`config.mk`:
```
export PLATFORM = sky130hd
export DESIGN_NAME = json_string_unescaper
export DESIGN_NICKNAME = d
export VERILOG_FILES = /design/src/rtl/jsu_pkg.sv /design/src/rtl/json_string_unescaper.sv
export SDC_FILE = /design/constraint.sdc
export NUM_CORES = 1
export LEC_CHECK = 0
export BUFFER_PORTS_ARGS = -buffer_cell sky130_fd_sc_hd__buf_4
export CAP_MARGIN = 25
export CORE_ASPECT_RATIO = 1.75
export CORE_MARGIN = 3
export CORE_UTILIZATION = 30
export DETAILED_ROUTE_END_ITERATION = 6
export SYNTH_ARGS = -nofsm -noshare
export SYNTH_HDL_FRONTEND = slang
export SYNTH_SLANG_ARGS = --single-unit
```
`constraint.sdc`:
```
create_clock -name i_clk -period 3.9 [get_ports i_clk]
set_clock_uncertainty 0.15 [all_clocks]
set_input_delay 0.78 -clock i_clk [delete_from_list [all_inputs] [get_ports i_clk]]
set_output_delay 0.78 -clock i_clk [all_outputs]
set_load 0.02 [all_outputs]
```
`src/rtl/jsu_pkg.sv`:
```
// Shared types, codes and character constants for the JSON string unescaper.
// No dependencies; used by json_string_unescaper.
package jsu_pkg;

    // Result kinds
    localparam logic [1:0] KIND_CHAR  = 2'd0;
    localparam logic [1:0] KIND_DONE  = 2'd1;
    localparam logic [1:0] KIND_ERROR = 2'd2;

    // Decode modes (anything else behaves as raw)
    localparam logic [1:0] MODE_RAW        = 2'd0;
    localparam logic [1:0] MODE_STRICT     = 2'd1;
    localparam logic [1:0] MODE_PERMISSIVE = 2'd2;

    // Configuration register indexes
    localparam int CFG_INDEX_W = 1;
    localparam logic [CFG_INDEX_W-1:0] REG_DECODE_MODE = 1'd0;
    localparam logic [CFG_INDEX_W-1:0] REG_SUBSTITUTE  = 1'd1;

    localparam logic [1:0] DECODE_MODE_RESET = MODE_RAW;
    localparam logic [7:0] SUBSTITUTE_RESET  = 8'd63;

    // Result queue depth (two results can be pushed per item)
    localparam int OUT_DEPTH_DEFAULT = 4;

    // Characters
    localparam logic [7:0] CH_SPACE  = 8'h20;
    localparam logic [7:0] CH_TAB    = 8'h09;
    localparam logic [7:0] CH_LF     = 8'h0A;
    localparam logic [7:0] CH_FF     = 8'h0C;
    localparam logic [7:0] CH_CR     = 8'h0D;
    localparam logic [7:0] CH_QUOTE  = 8'h22;
    localparam logic [7:0] CH_PLUS   = 8'h2B;
    localparam logic [7:0] CH_MINUS  = 8'h2D;
    localparam logic [7:0] CH_SLASH  = 8'h2F;
    localparam logic [7:0] CH_ZERO   = 8'h30;
    localparam logic [7:0] CH_NINE   = 8'h39;
    localparam logic [7:0] CH_BSLASH = 8'h5C;
    localparam logic [7:0] CH_LOW_F  = 8'h66;
    localparam logic [7:0] CH_LOW_N  = 8'h6E;
    localparam logic [7:0] CH_LOW_R  = 8'h72;
    localparam logic [7:0] CH_LOW_T  = 8'h74;
    localparam logic [7:0] CH_LOW_U  = 8'h75;
    localparam logic [7:0] CH_DEL    = 8'd127;

    // \u code magnitude saturates at 256
    localparam int ACC_W = 9;
    localparam logic [ACC_W-1:0] ACC_SAT = 9'd256;

    typedef enum logic [4:0] {
        PH_IDLE      = 5'b00001,
        PH_BODY      = 5'b00010,
        PH_ESC       = 5'b00100,
        PH_NUM_START = 5'b01000,
        PH_NUM_MORE  = 5'b10000
    } t_phase;

    typedef struct packed {
        logic [7:0] ch;
        logic [1:0] kind;
        logic       last;
    } t_result;

    typedef struct packed {
        logic       err;
        logic [7:0] ch;
    } t_filt;

    // Mode filter applied to every decoded character
    function automatic t_filt filt_char(logic [7:0] c, logic [1:0] mode,
                                        logic [7:0] sub);
        t_filt r;
        r.err = 1'b0;
        r.ch  = c;
        case (mode)
            MODE_STRICT: begin
                if (c >= CH_DEL) r.err = 1'b1;
            end
            MODE_PERMISSIVE: begin
                if (c < CH_SPACE || c >= CH_DEL) r.ch = sub;
            end
            default: ;
        endcase
        return r;
    endfunction

endpackage

```
`src/rtl/json_string_unescaper.sv`:
```
// JSON string unescaper top level: input register, decode logic, result queue.
// Depends on jsu_pkg.

// Decodes one JSON string at a time from a byte stream. Each input item is a
// byte (or an end-of-input mark); each result item is a decoded character, a
// string-complete mark or a parse error, with is_last set on the final result
// that an input item causes. An item is registered on entry, decoded from the
// input register by single-level logic, and its zero, one or two results are
// pushed into a small result queue, from which the output is presented. The
// block takes one item per cycle as long as the result queue has room for two
// results; the output port drains one result per cycle while i_out_ready is
// high, so the byte that ends a \u number (which can give two results) can
// hold up the input. Configuration writes are always accepted and take effect
// on the next cycle.
module json_string_unescaper #(
    parameter int OUT_DEPTH = jsu_pkg::OUT_DEPTH_DEFAULT
) (
    input  logic                             i_clk,
    input  logic                             i_rst_n,
    // input items
    input  logic                             i_in_valid,
    output logic                             o_in_ready,
    input  logic [7:0]                       i_byte_value,
    input  logic                             i_end_of_input,
    // result items
    output logic                             o_out_valid,
    input  logic                             i_out_ready,
    output logic [7:0]                       o_char_value,
    output logic [1:0]                       o_result_kind,
    output logic                             o_is_last,
    // configuration writes
    input  logic                             i_cfg_valid,
    output logic                             o_cfg_ready,
    input  logic [jsu_pkg::CFG_INDEX_W-1:0]  i_cfg_index,
    input  logic [7:0]                       i_cfg_data
);

    localparam int PW = (OUT_DEPTH > 2) ? $clog2(OUT_DEPTH) : 1;
    localparam int CW = $clog2(OUT_DEPTH + 1);

    function automatic logic [PW-1:0] ptr_inc(logic [PW-1:0] p);
        return (p == PW'(OUT_DEPTH - 1)) ? '0 : p + 1'b1;
    endfunction

    // configuration
    logic [1:0] r_mode;
    logic [7:0] r_sub;

    assign o_cfg_ready = 1'b1;

    always_ff @(posedge i_clk) begin
        if (!i_rst_n) begin
            r_mode <= jsu_pkg::DECODE_MODE_RESET;
            r_sub  <= jsu_pkg::SUBSTITUTE_RESET;
        end else if (i_cfg_valid) begin
            case (i_cfg_index)
                jsu_pkg::REG_DECODE_MODE: r_mode <= i_cfg_data[1:0];
                jsu_pkg::REG_SUBSTITUTE:  r_sub  <= i_cfg_data;
                default: ;
            endcase
        end
    end

    // input register
    logic       r_in_valid;
    logic [7:0] r_in_byte;
    logic       r_in_eoi;
    logic [CW-1:0] r_count;
    logic       room;
    logic       proc;

    assign room       = (r_count <= CW'(OUT_DEPTH - 2));
    assign proc       = r_in_valid && room;
    assign o_in_ready = !r_in_valid || proc;

    always_ff @(posedge i_clk) begin
        if (!i_rst_n) begin
            r_in_valid <= 1'b0;
        end else if (o_in_ready) begin
            r_in_valid <= i_in_valid;
        end
    end

    always_ff @(posedge i_clk) begin
        if (o_in_ready && i_in_valid) begin
            r_in_byte <= i_byte_value;
            r_in_eoi  <= i_end_of_input;
        end
    end

    // decode state
    jsu_pkg::t_phase         r_phase, n_phase;
    logic [jsu_pkg::ACC_W-1:0] r_acc, n_acc;
    logic                    r_neg, n_neg;
    logic                    r_seen, n_seen;

    jsu_pkg::t_result res0, res1, err_res;
    logic [1:0]       nr;

    // body byte path, shared by the body phase and the end of a number
    jsu_pkg::t_filt   fb, fc;
    jsu_pkg::t_result bb_res;
    logic             bb_emit;
    jsu_pkg::t_phase  bb_phase;

    // escape path
    logic             esc_known;
    logic [7:0]       esc_ch;
    jsu_pkg::t_filt   fe;

    logic             is_digit;
    logic [11:0]      acc_next;
    logic             num_bad;

    assign err_res = '{ch: 8'h00, kind: jsu_pkg::KIND_ERROR, last: 1'b0};

    always_comb begin
        fb       = jsu_pkg::filt_char(r_in_byte, r_mode, r_sub);
        bb_emit  = 1'b1;
        bb_res   = '{ch: 8'h00, kind: jsu_pkg::KIND_DONE, last: 1'b0};
        bb_phase = jsu_pkg::PH_IDLE;
        if (r_in_byte == jsu_pkg::CH_QUOTE) begin
            bb_phase = jsu_pkg::PH_IDLE;
        end else if (r_in_byte == jsu_pkg::CH_BSLASH) begin
            bb_emit  = 1'b0;
            bb_phase = jsu_pkg::PH_ESC;
        end else if (fb.err) begin
            bb_res   = err_res;
            bb_phase = jsu_pkg::PH_IDLE;
        end else begin
            bb_res   = '{ch: fb.ch, kind: jsu_pkg::KIND_CHAR, last: 1'b0};
            bb_phase = jsu_pkg::PH_BODY;
        end
    end

    always_comb begin
        esc_known = 1'b1;
        esc_ch    = r_in_byte;
        case (r_in_byte)
            jsu_pkg::CH_LOW_T:  esc_ch = jsu_pkg::CH_TAB;
            jsu_pkg::CH_LOW_N:  esc_ch = jsu_pkg::CH_LF;
            jsu_pkg::CH_LOW_R:  esc_ch = jsu_pkg::CH_CR;
            jsu_pkg::CH_LOW_F:  esc_ch = jsu_pkg::CH_FF;
            jsu_pkg::CH_SLASH:  esc_ch = jsu_pkg::CH_SLASH;
            jsu_pkg::CH_BSLASH: esc_ch = jsu_pkg::CH_BSLASH;
            jsu_pkg::CH_QUOTE:  esc_ch = jsu_pkg::CH_QUOTE;
            default:            esc_known = 1'b0;
        endcase
        fe = jsu_pkg::filt_char(esc_ch, r_mode, r_sub);
    end

    always_comb begin
        is_digit = (r_in_byte >= jsu_pkg::CH_ZERO) && (r_in_byte <= jsu_pkg::CH_NINE);
        acc_next = {r_acc, 3'b000} + {2'b00, r_acc, 1'b0} + {8'h00, r_in_byte[3:0]};
        num_bad  = !r_seen || (r_neg && r_acc != '0) || r_acc[jsu_pkg::ACC_W-1];
        fc       = jsu_pkg::filt_char(r_acc[7:0], r_mode, r_sub);
    end

    always_comb begin
        n_phase = r_phase;
        n_acc   = r_acc;
        n_neg   = r_neg;
        n_seen  = r_seen;
        res0    = err_res;
        res1    = err_res;
        nr      = 2'd0;
        if (r_in_eoi) begin
            if (r_phase != jsu_pkg::PH_IDLE) nr = 2'd1;
            n_phase = jsu_pkg::PH_IDLE;
        end else begin
            case (r_phase)
                jsu_pkg::PH_BODY: begin
                    res0    = bb_res;
                    nr      = {1'b0, bb_emit};
                    n_phase = bb_phase;
                end
                jsu_pkg::PH_ESC: begin
                    nr = 2'd1;
                    if (r_in_byte == jsu_pkg::CH_LOW_U) begin
                        nr      = 2'd0;
                        n_phase = jsu_pkg::PH_NUM_START;
                        n_acc   = '0;
                        n_neg   = 1'b0;
                        n_seen  = 1'b0;
                    end else if (!esc_known || fe.err) begin
                        n_phase = jsu_pkg::PH_IDLE;
                    end else begin
                        res0    = '{ch: fe.ch, kind: jsu_pkg::KIND_CHAR, last: 1'b0};
                        n_phase = jsu_pkg::PH_BODY;
                    end
                end
                jsu_pkg::PH_NUM_START, jsu_pkg::PH_NUM_MORE: begin
                    if (is_digit) begin
                        n_acc   = (acc_next > 12'(jsu_pkg::ACC_SAT)) ? jsu_pkg::ACC_SAT
                                                                    : acc_next[8:0];
                        n_seen  = 1'b1;
                        n_phase = jsu_pkg::PH_NUM_MORE;
                    end else if (r_phase == jsu_pkg::PH_NUM_START &&
                                 (r_in_byte == jsu_pkg::CH_MINUS ||
                                  r_in_byte == jsu_pkg::CH_PLUS)) begin
                        n_neg   = (r_in_byte == jsu_pkg::CH_MINUS);
                        n_phase = jsu_pkg::PH_NUM_MORE;
                    end else if (num_bad || fc.err) begin
                        // ending byte is consumed with the error
                        nr      = 2'd1;
                        n_phase = jsu_pkg::PH_IDLE;
                    end else begin
                        // code character, then the ending byte as a body byte
                        res0    = '{ch: fc.ch, kind: jsu_pkg::KIND_CHAR, last: 1'b0};
                        res1    = bb_res;
                        nr      = bb_emit ? 2'd2 : 2'd1;
                        n_phase = bb_phase;
                    end
                end
                default: begin
                    if (r_in_byte == jsu_pkg::CH_QUOTE) begin
                        n_phase = jsu_pkg::PH_BODY;
                    end else if (!(r_in_byte == jsu_pkg::CH_SPACE ||
                                   r_in_byte == jsu_pkg::CH_TAB ||
                                   r_in_byte == jsu_pkg::CH_CR ||
                                   r_in_byte == jsu_pkg::CH_LF)) begin
                        nr      = 2'd1;
                        n_phase = jsu_pkg::PH_IDLE;
                    end
                end
            endcase
        end
        res0.last = (nr == 2'd1);
        res1.last = 1'b1;
    end

    always_ff @(posedge i_clk) begin
        if (!i_rst_n) begin
            r_phase <= jsu_pkg::PH_IDLE;
            r_acc   <= '0;
            r_neg   <= 1'b0;
            r_seen  <= 1'b0;
        end else if (proc) begin
            r_phase <= n_phase;
            r_acc   <= n_acc;
            r_neg   <= n_neg;
            r_seen  <= n_seen;
        end
    end

    // result queue
    jsu_pkg::t_result r_fifo [OUT_DEPTH];
    logic [PW-1:0]    r_wr_ptr, r_rd_ptr;
    logic [PW-1:0]    wr_ptr1;
    logic [CW-1:0]    n_count;
    logic [1:0]       push;
    logic             pop;

    assign wr_ptr1 = ptr_inc(r_wr_ptr);
    assign push    = proc ? nr : 2'd0;
    assign pop     = o_out_valid && i_out_ready;
    assign n_count = r_count + CW'(push) - CW'(pop);

    always_ff @(posedge i_clk) begin
        if (push != 2'd0) r_fifo[r_wr_ptr] <= res0;
        if (push == 2'd2) r_fifo[wr_ptr1]  <= res1;
    end

    always_ff @(posedge i_clk) begin
        if (!i_rst_n) begin
            r_wr_ptr <= '0;
            r_rd_ptr <= '0;
            r_count  <= '0;
        end else begin
            r_count <= n_count;
            if (push == 2'd1) r_wr_ptr <= wr_ptr1;
            else if (push == 2'd2) r_wr_ptr <= ptr_inc(wr_ptr1);
            if (pop) r_rd_ptr <= ptr_inc(r_rd_ptr);
        end
    end

    assign o_out_valid   = (r_count != '0);
    assign o_char_value  = r_fifo[r_rd_ptr].ch;
    assign o_result_kind = r_fifo[r_rd_ptr].kind;
    assign o_is_last     = r_fifo[r_rd_ptr].last;

    // checks
    a_count_bound: assert property (@(posedge i_clk) disable iff (!i_rst_n)
        r_count <= CW'(OUT_DEPTH))
        else $error("result queue overflow");

    a_eoi_idle: assert property (@(posedge i_clk) disable iff (!i_rst_n)
        (proc && r_in_eoi) |=> (r_phase == jsu_pkg::PH_IDLE))
        else $error("end of input did not return to idle");

    a_error_idle: assert property (@(posedge i_clk) disable iff (!i_rst_n)
        (push != 2'd0 && (res0.kind == jsu_pkg::KIND_ERROR ||
                          (push == 2'd2 && res1.kind == jsu_pkg::KIND_ERROR)))
        |=> (r_phase == jsu_pkg::PH_IDLE))
        else $error("error result without return to idle");

    a_pair_char_first: assert property (@(posedge i_clk) disable iff (!i_rst_n)
        (push == 2'd2) |-> (res0.kind == jsu_pkg::KIND_CHAR && !res0.last))
        else $error("two-result item without leading character");

    a_kind_code: assert property (@(posedge i_clk) disable iff (!i_rst_n)
        o_out_valid |-> (o_result_kind != 2'd3))
        else $error("invalid result kind at output");

endmodule
```
# [Word-level counts from Yosys, hierarchy flattened]
# Memories as Yosys holds them, arrays and structs flattened. A register that Yosys moved wholly into a read port is not among the register bits.
# Cells that the tools add are included.
[totals] wordCells=172 reg_bits=43 mem_bits_rw=44 inputBits=23 out_inout_bits=14 n_memories=1
[memory_table] name="r_fifo" words=4 word_bits=11 rd=1 rd_ports_with_merged_regs=1 write_ports=2 line_no="json_string_unescaper.sv:247" text="jsu_pkg::t_result r_fifo [OUT_DEPTH];"
[op_classes] n_bitwise=2 n_addsub=7 magnitude_cmp=10 reduce_logical=33 eq_ne=32 n_mux=75
[op_table] cell="2-to-1 mux 11 bit" n=14
[op_table] cell="one-hot mux 8 bit (7 select lines)" n=1
[op_table] cell="equality test 8 x 7 -> 1 bit (second input constant)" n=6
[op_table] cell="2-to-1 mux 8 bit" n=6
[op_table] cell="equality test 8 x 6 -> 1 bit (second input constant)" n=5
[op_table] cell="one-hot mux 11 bit (3 select lines)" n=1
[op_table] cell="2-to-1 mux 2 bit" n=15
[op_table] cell="2-to-1 mux 5 bit" n=6
[op_table] cell="2-to-1 mux 9 bit" n=3
[op_table] cell="equality test 8 x 4 -> 1 bit (second input constant)" n=3
[op_table] cell="greater-or-equal comparator 8 x 7 -> 1 bit (second input constant)" n=3
[op_table] cell="< comparator 8 x 6 -> 1 bit (second input constant)" n=3
[op_table] cell="2-to-1 mux 1 bit" n=21
[op_table] cell="one-hot mux 9 bit (2 select lines)" n=1
[op_table] cell="one-hot mux 5 bit (3 select lines)" n=1
[op_table] cell="adder 12 x 10 -> 12 bit" n=1
[op_table] cell="adder 12 x 4 -> 12 bit" n=1
[op_table] cell="> comparator 12 x 9 -> 1 bit (second input constant)" n=1
[op_table] cell="logical OR 1 bit" n=12
[op_table] cell="equality test 2 bit (second input constant)" n=5
[op_table] cell="nonzero test 9 bit" n=1
[op_table] cell="greater-or-equal comparator 8 x 6 -> 1 bit (second input constant)" n=1
[op_table] cell="less-or-equal comparator 8 x 6 -> 1 bit (second input constant)" n=1
[op_table] cell="!= test 2 bit (second input constant)" n=4
[op_table] cell="other kinds (25)" n=43

# [Longest topological paths before layout]
# Gate-level depths: netlist (run 1).
[logic_depth] depth_word=14 depth_mapped=16 depth_no_buf=15

# [Worst setup path before layout (run 1)]
# No wires, ideal clock.
[synth_timing] kind="reg-to-reg" from="register r_in_byte[7]" to="register r_count[2]" path_slack_ns=0.267 t_required_ns=3.635 synth_period_minus_slack_ns=3.633 arrival_ns=3.368 setup_ns=0.115 path_stages_with_launch=16 path_buffers=1 cell_sequence="edfxtp_1 > buf_2 > or3_1 > nor4_2 > a211o_1 > a21oi_1 > o41ai_2 > or2_2 > ha_1 > inv_1 > ha_1 > inv_1 > fa_1 > xor2_1 > xnor2_1 > and2_1"
[synth_via] elab_chain_len=12 elab_cells_between_ends=31 classes_between="add/sub: 2; order compare: 2; eq/ne: 9; mux: 12; reduce/logical: 6"
[synth_lines] element="start, declared" line_no="json_string_unescaper.sv:66" text="logic [7:0] r_in_byte;"
[synth_lines] element="start signal, assigned" line_no="json_string_unescaper.sv:86" text="r_in_byte <= i_byte_value;"
[synth_lines] element="equality test 8 x 7 -> 1 bit" line_no="json_string_unescaper.sv:124" text="end else if (r_in_byte == jsu_pkg::CH_BSLASH) begin"
[synth_lines] element="2-to-1 mux 1 bit" line_no="json_string_unescaper.sv:124"
[synth_lines] element="2-to-1 mux 1 bit" line_no="json_string_unescaper.sv:122" text="if (r_in_byte == jsu_pkg::CH_QUOTE) begin"
[synth_lines] element="2-to-1 mux 2 bit" line_no="json_string_unescaper.sv:211" text="nr = bb_emit ? 2'd2 : 2'd1;"
[synth_lines] element="2-to-1 mux 2 bit" line_no="json_string_unescaper.sv:203" text="end else if (num_bad || fc.err) begin"
[synth_lines] element="2-to-1 mux 2 bit" line_no="json_string_unescaper.sv:198" text="end else if (r_phase == jsu_pkg::PH_NUM_START &&"
[synth_lines] element="2-to-1 mux 2 bit" line_no="json_string_unescaper.sv:193" text="if (is_digit) begin"
[synth_lines] element="one-hot mux 2 bit (3 select lines) (*)" line_no="json_string_unescaper.sv:171" text="case (r_phase)"
[synth_lines] element="2-to-1 mux 2 bit (*)" line_no="json_string_unescaper.sv:167" text="if (r_in_eoi) begin"
[synth_lines] element="2-to-1 mux 2 bit (*)" line_no="json_string_unescaper.sv:255" text="assign push = proc ? nr : 2'd0;"
[synth_lines] element="adder 3 x 2 -> 3 bit (*)" line_no="json_string_unescaper.sv:257" text="assign n_count = r_count + CW'(push) - CW'(pop);"
[synth_lines] element="subtractor 3 x 1 -> 3 bit (*)" line_no="json_string_unescaper.sv:257"
[synth_lines] element="end signal, assigned" line_no="json_string_unescaper.sv:270" text="r_count <= n_count;"
[synth_lines] element="end, declared" line_no="json_string_unescaper.sv:68" text="logic [CW-1:0] r_count;"
# Mark *: on every way between the ends. The rest lies on a longest branch, timed or not.
# A chain may end at the register's enable or synchronous reset.

==> impl_metrics.yaml, run 1 <==
power_and_ir_drop:
  power_density_mw_per_mm2: 372
  peakVddDrop_mv: 0.156
  p_clk_share_pct: 35.9
  leakage_uw: 0.00254
  p_comb_share_pct: 19.7
  swShare_pct: 26.6
  p_seq_share_pct: 44.4
  p_int_uw: 1860
  p_sw_uw: 673
  p_total_uw: 2530
cts:
  clk_latency_ns: 0.35
  clkTransAtPathRegs_ns: 0.06
  cts-htree-levels: 3
  cts_hold_buf: 0
  root_buffer: "clkbuf_16"
  cts_tree: "done"
  cts_buffers: 9
  cts_max_path_buffers: 2
  clock_sinks: 89
layout:
  final_common_cell: "buf_4"
  fillers: 1937
  area_growth_pct: 19.2
  post-route-util_pct: 36.5
  regArea_mm2: 0.00227
  nets: 711
  drive_gt1_share_pct: 19.1
  diodes: 0
  final_cell_mix: "buf_4, nand2_1, edfxtp_1"
  multi_input_area_mm2: 0.00328
floorplanning:
  ios: 37
  die_y_um: 188
  core-area_mm2: 0.0187
  die_x_um: 110
  rows: 66
  start_util_pct: 30.6
  dieArea_mm2: 0.0208
critical_path:
  max_stage_delay_ns: 0.44
  crit_slowest_cell: "edfxtp_1"
  worstPathMaxFanout: 8
  cp-start-kind: "register"
  end_kind: "register"
  arrival_ns: 3.74
  required_ns: 3.97
  cp_cell_sequence: "nand2b_1, or3_1, or3_1, a21oi_1, o41ai_2, or2_2, ha_1, and2_1, nor2_1, inv_1, nor2_1, a22o_1"
  critPathTopFamily: "simple AND/OR/NAND/NOR gates"
  crit_type: "register to register"
  cp_num_buf_inv: 1
synth:
  synth_cells: 590
  ys_types: 74
  ys_dominant_reg_cell: "edfxtp_1"
  synthesis.nets: 648
  seq_area_frac_synth_pct: 39.8
  synth-seq-cells: 89
  async_flop_share_pct: 0
  syn_avg_cell_area_um2: 9.68
  synth-warning-count: 0
  synth_area_mm2: 0.00571
  synth-edff-count: 49
sta:
  finalHoldViolCount: 0
  slew_violations: 0
  tightest_slew_ns: 0.870
  hold_slack_ns: 0.317
  period_needed_ns: 3.67
  setup_ws_ns: 0.228
  setup_viol: 0
  slew_headroom_pct: 41.4
  fmax_mhz: 272
  period_share_pct: 94.2
grt:
  grt_pass1_vias: 4774
  grt_pass1_wl_um: 24200
  grt_antenna_before_repair: 0
  grt-ovfl-total: 0
  grtUsageTotal_pct: 14.9
  grt_max_degree: 30
detailed_routing:
  drc: 0
  vias: 4633
  routed_wl_um: 14800
  drtIter0Drc: 269
  via_per_inst: 5.17
  first_pass_iters: 4
  wl_per_cell_um: 16.5
  drtAntennaViolNets: 0
outcome:
  outcome: "complete, no violations"
placed_design:
  place.gp.congestion: 0.947
  io_buffers: 35
  dpl_worst_slack_ns: 0.199
  place_hpwl_um: 12000
worst_hold_path:
  hp-class: "register to register"
flow_run:
  maxCapViolCount: 0
## cells in the mapped netlist, drive strengths merged (18+ instances only)
library cell | count | area [um2]
a21oi | 33 | 173
a22o | 20 | 175
dfxtp | 40 | 801
edfxtp | 49 | 1470
ha | 32 | 400
inv | 22 | 82.6
mux2i | 18 | 180
nand2 | 59 | 224
nand2b | 20 | 133
nand3 | 20 | 100
nor2 | 47 | 176
o21ai | 24 | 131
o22ai | 30 | 188
## flip-flops by register name, summed over array words and instances, names as in the netlist, 2 cells and up, named ones only
name       cells
r_sub          8
r_acc          9
r_count        3
r_phase        5
r_in_byte      8
r_fifo        44
r_wr_ptr       2
r_mode         2
r_rd_ptr       2
## worst paths after layout
kind / from / end / slack, ns / depth (start not counted)
worst min register to register: r_fifo[0][0] / r_fifo[0][0] / 0.32 / 2
worst min-delay path: r_fifo[0][0] / r_fifo[0][0] / 0.32 / 2
worst max-delay path: r_in_byte[7] / r_fifo[3][4] / 0.23 / 12
worst max register to register: r_in_byte[7] / r_fifo[3][4] / 0.23 / 12
## per-stage QoR
| step | instances | cell area, um2 | TNS, ns |
|---|---|---|---|
| after CTS | 887 | 6720 | 0 |
| after global placement | 871 | 6410 | 0 |
| after floorplan | 590 | 5710 | 0 |
| after global routing | 896 | 6810 | -0.0541 |
| final | 896 | 6810 | 0 |
| after detailed placement | 871 | 6410 | 0 |
## metal layers
layer	up-vias	GRT usage, %	part of all wire (%)
met5	-	0	0
met4	0	7.11	4.1
met3	38	2.02	2.4
met2	80	28.9	58
met1	2196	15.0	36
li1	2319	-	-
## power groups by stage
stage | Combinational [uW] | Clock, uW | Sequential (uW)
after floorplan | 367 | 0 | 1100
after global placement | 490 | 0 | 1150
final | 500 | 910 | 1120
after CTS | 493 | 930 | 1130
after global routing | 553 | 969 | 1140
after detailed placement | 492 | 0 | 1150
## repair_timing
item,in CTS,in global routing
endpoints found under the setup margin,0,11
resized for setup,0,4
setup buffers,0,9
## cells by family after synthesis
| kind of cell | count (synthesis) | synth area share, % |
|---|---|---|
| other cells | 1 | 0.0657 |
| buf+inv | 45 | 3.13 |
| flops | 89 | 39.8 |
| compound gates | 149 | 17.9 |
| fa+ha+maj | 35 | 8.06 |
| xor+xnor | 11 | 1.69 |
| mux | 32 | 8.09 |
| simple gates | 228 | 21.2 |
## layout make-up
type                       count  area share (%)
tap                          238            4.38
clock buffer                  10            3.36
sequential                    89            33.4
inverter                      22            1.21
clock inverter                 6            1.23
multi-input combinational    456            48.2
timing repair buffer          75            8.27
## worst register-to-register path: cells and delay by family (launching register included)
family	cells	cell delay (ns)
simple gates	7	2.04
compound gates	3	0.52
flops	1	0.44
fa+ha+maj	1	0.29
buf+inv	1	0.09
No activity file was read; power rests on OpenSTA's default activity.
==> inputs of run 2 (changes only) <==
--- a/config.mk
+++ b/config.mk
@@ -9,8 +9,10 @@
 export CAP_MARGIN = 25
 export CORE_ASPECT_RATIO = 1.75
 export CORE_MARGIN = 3
-export CORE_UTILIZATION = 30
+export CORE_UTILIZATION = 50
+export CTS_BUF_LIST = sky130_fd_sc_hd__clkbuf_8 sky130_fd_sc_hd__clkbuf_16
 export DETAILED_ROUTE_END_ITERATION = 6
+export PLACE_DENSITY = 0.68
 export SYNTH_ARGS = -nofsm -noshare
 export SYNTH_HDL_FRONTEND = slang
 export SYNTH_SLANG_ARGS = --single-unit
==> run 2 against run 1 <==
  * Largest cell class unchanged
  * Total power fell by 1.9%
  * Global-route usage up 11 points
  * Routed wire length rose by 8.1%
  * Fmax shrank 3.6%
  * Critical path depth up 3
  * Combinational power is 3% higher
==> impl_metrics.yaml, run 2 (same netlist as run 1, synthesis figures left out) <==
critical_path:
  worstPathMaxFanout: 4
  cp-start-kind: "register"
  ff2ff_setup_slack_ns: 0.09
  end_kind: "register"
  crit_type: "register to register"
  arrival_ns: 3.91
  required_ns: 4.00
floorplanning:
  ios: 37
  dieArea_mm2: 0.0128
  core-area_mm2: 0.0112
  die_x_um: 86.8
  rows: 51
  start_util_pct: 51.1
  die_y_um: 147
detailed_routing:
  wl_per_cell_um: 20.3
  vias: 4844
  drtAntennaViolNets: 0
  first_pass_iters: 5
  drc: 0
  via_per_inst: 6.15
  drtIter0Drc: 246
  routed_wl_um: 16000
grt:
  grt-ovfl-total: 0
  grt_max_degree: 30
  grt_antenna_before_repair: 0
  grtUsageTotal_pct: 26.0
  grt_pass1_wl_um: 25400
  grt_pass1_vias: 5193
layout:
  diodes: 0
  nets: 709
  largest_reg_flops: 44
  area_growth_pct: 16.9
  drive_gt1_share_pct: 19.8
  final_cell_mix: "buf_4, nand2_1, edfxtp_1"
  regMostFlops: "r_fifo"
  final_common_cell: "buf_4"
  reg_top3: "r_fifo (44), r_acc (9)"
power_and_ir_drop:
  power_density_mw_per_mm2: 372
  swShare_pct: 29.2
  p_sw_uw: 726
  leakage_uw: 0.00253
  p_seq_share_pct: 45.2
  p_total_uw: 2480
  p_comb_share_pct: 20.8
  p_clk_share_pct: 34.1
  peakVddDrop_mv: 0.313
  p_int_uw: 1760
worst_hold_path:
  hp-class: "register to register"
sta:
  finalHoldViolCount: 0
  period_share_pct: 97.7
  period_needed_ns: 3.81
  setup_tns_ns: 0
  setup_viol: 0
  rsz0062_at_grt: "yes"
  slew_violations: 0
  slew_headroom_pct: 44.9
  tightest_slew_ns: 0.817
  fmax_mhz: 262
placed_design:
  place_hpwl_um: 12900
  place.gp.congestion: 1.01
  io_buffers: 35
cts:
  clock_sinks: 89
  clk_latency_ns: 0.35
  cts_tree: "done"
  clkTransAtPathRegs_ns: 0.07
  cts_max_path_buffers: 2
  root_buffer: "clkbuf_16"
  cts_buffers: 9
  cts-htree-levels: 3
  cts_hold_buf: 0
flow_run:
  maxCapViolCount: 0
outcome:
  outcome: "complete, no violations"
run 2: critical path: stages, from the launching register on:
cell,delay [ns]
edfxtp_1,0.43
or3_1,0.46
nor4_2,0.35
a211o_1,0.26
a21oi_4,0.05
o41ai_4,0.39
buf_4,0.18
or2_2,0.13
ha_1,0.23
inv_1,0.06
ha_1,0.14
inv_1,0.05
fa_1,0.38
xor2_1,0.17
xnor2_1,0.13
and2_1,0.15
run 2: path summary, 6_finish.rpt:
kind,cells past startpoint,from,endpoint
min reg2reg,2,r_fifo[3][0],r_fifo[3][0]
max reg2reg,15,r_in_byte[4],r_count[2]
max,15,r_in_byte[4],r_count[2]
min,2,r_fifo[3][0],r_fifo[3][0]
run 2: area by class of cell:
cell class                 instances  area [um2]
clock buffer                      10         239
clock inverter                     6        48.8
fill                             971        4500
inverter                          22        82.6
multi-input combinational        456        3320
sequential                        89        2270
tap                              132         165
timing repair buffer              73         548
run 2: routing by layer:
metal  routed length, um  part of all wire [%]  global-route usage (%)  up-vias
met5                   0                     0                       0        -
met4                1160                   7.2                    19.2        0
met3                 485                   3.0                    3.59       72
met2                9080                    57                    50.2      151
met1                5300                    33                    22.9     2295
li1                    -                     -                       -     2326
run 2: metrics by stage:
stage | util (%) | setup slack [ns] | std cells | hold slack, ns | area, um2
detailed placement | 56.3 | -0.0370 | 767 | 0.311 | 6290
floorplan | - | 0.267 | 590 | 0.283 | 5710
finish | 59.7 | 0.0892 | 788 | 0.323 | 6670
global placement | 56.3 | 0.0627 | 767 | 0.317 | 6290
global route | 59.7 | -0.000832 | 788 | 0.364 | 6670
CTS | 59.3 | 0.0101 | 788 | 0.327 | 6620
run 2: repair_timing:
item / in CTS / in global routing
buffers inserted: 5 / 0
cloned: 0 / 0
setup endpoints to repair: 1 / 9
endpoints found under the hold margin: 0 / 0
resized for setup: 2 / 8
pin swaps: 1 / 3
run 2: power by group through the flow:
stage          Combinational [uW]  Clock, uW  Sequential [uW]
3_5_place_dp                  509          0             1150
2_1_floorplan                 367          0             1100
5_1_grt                       561        888             1130
4_1_cts                       519        858             1120
3_3_place_gp                  500          0             1140
6_report                      516        846             1120
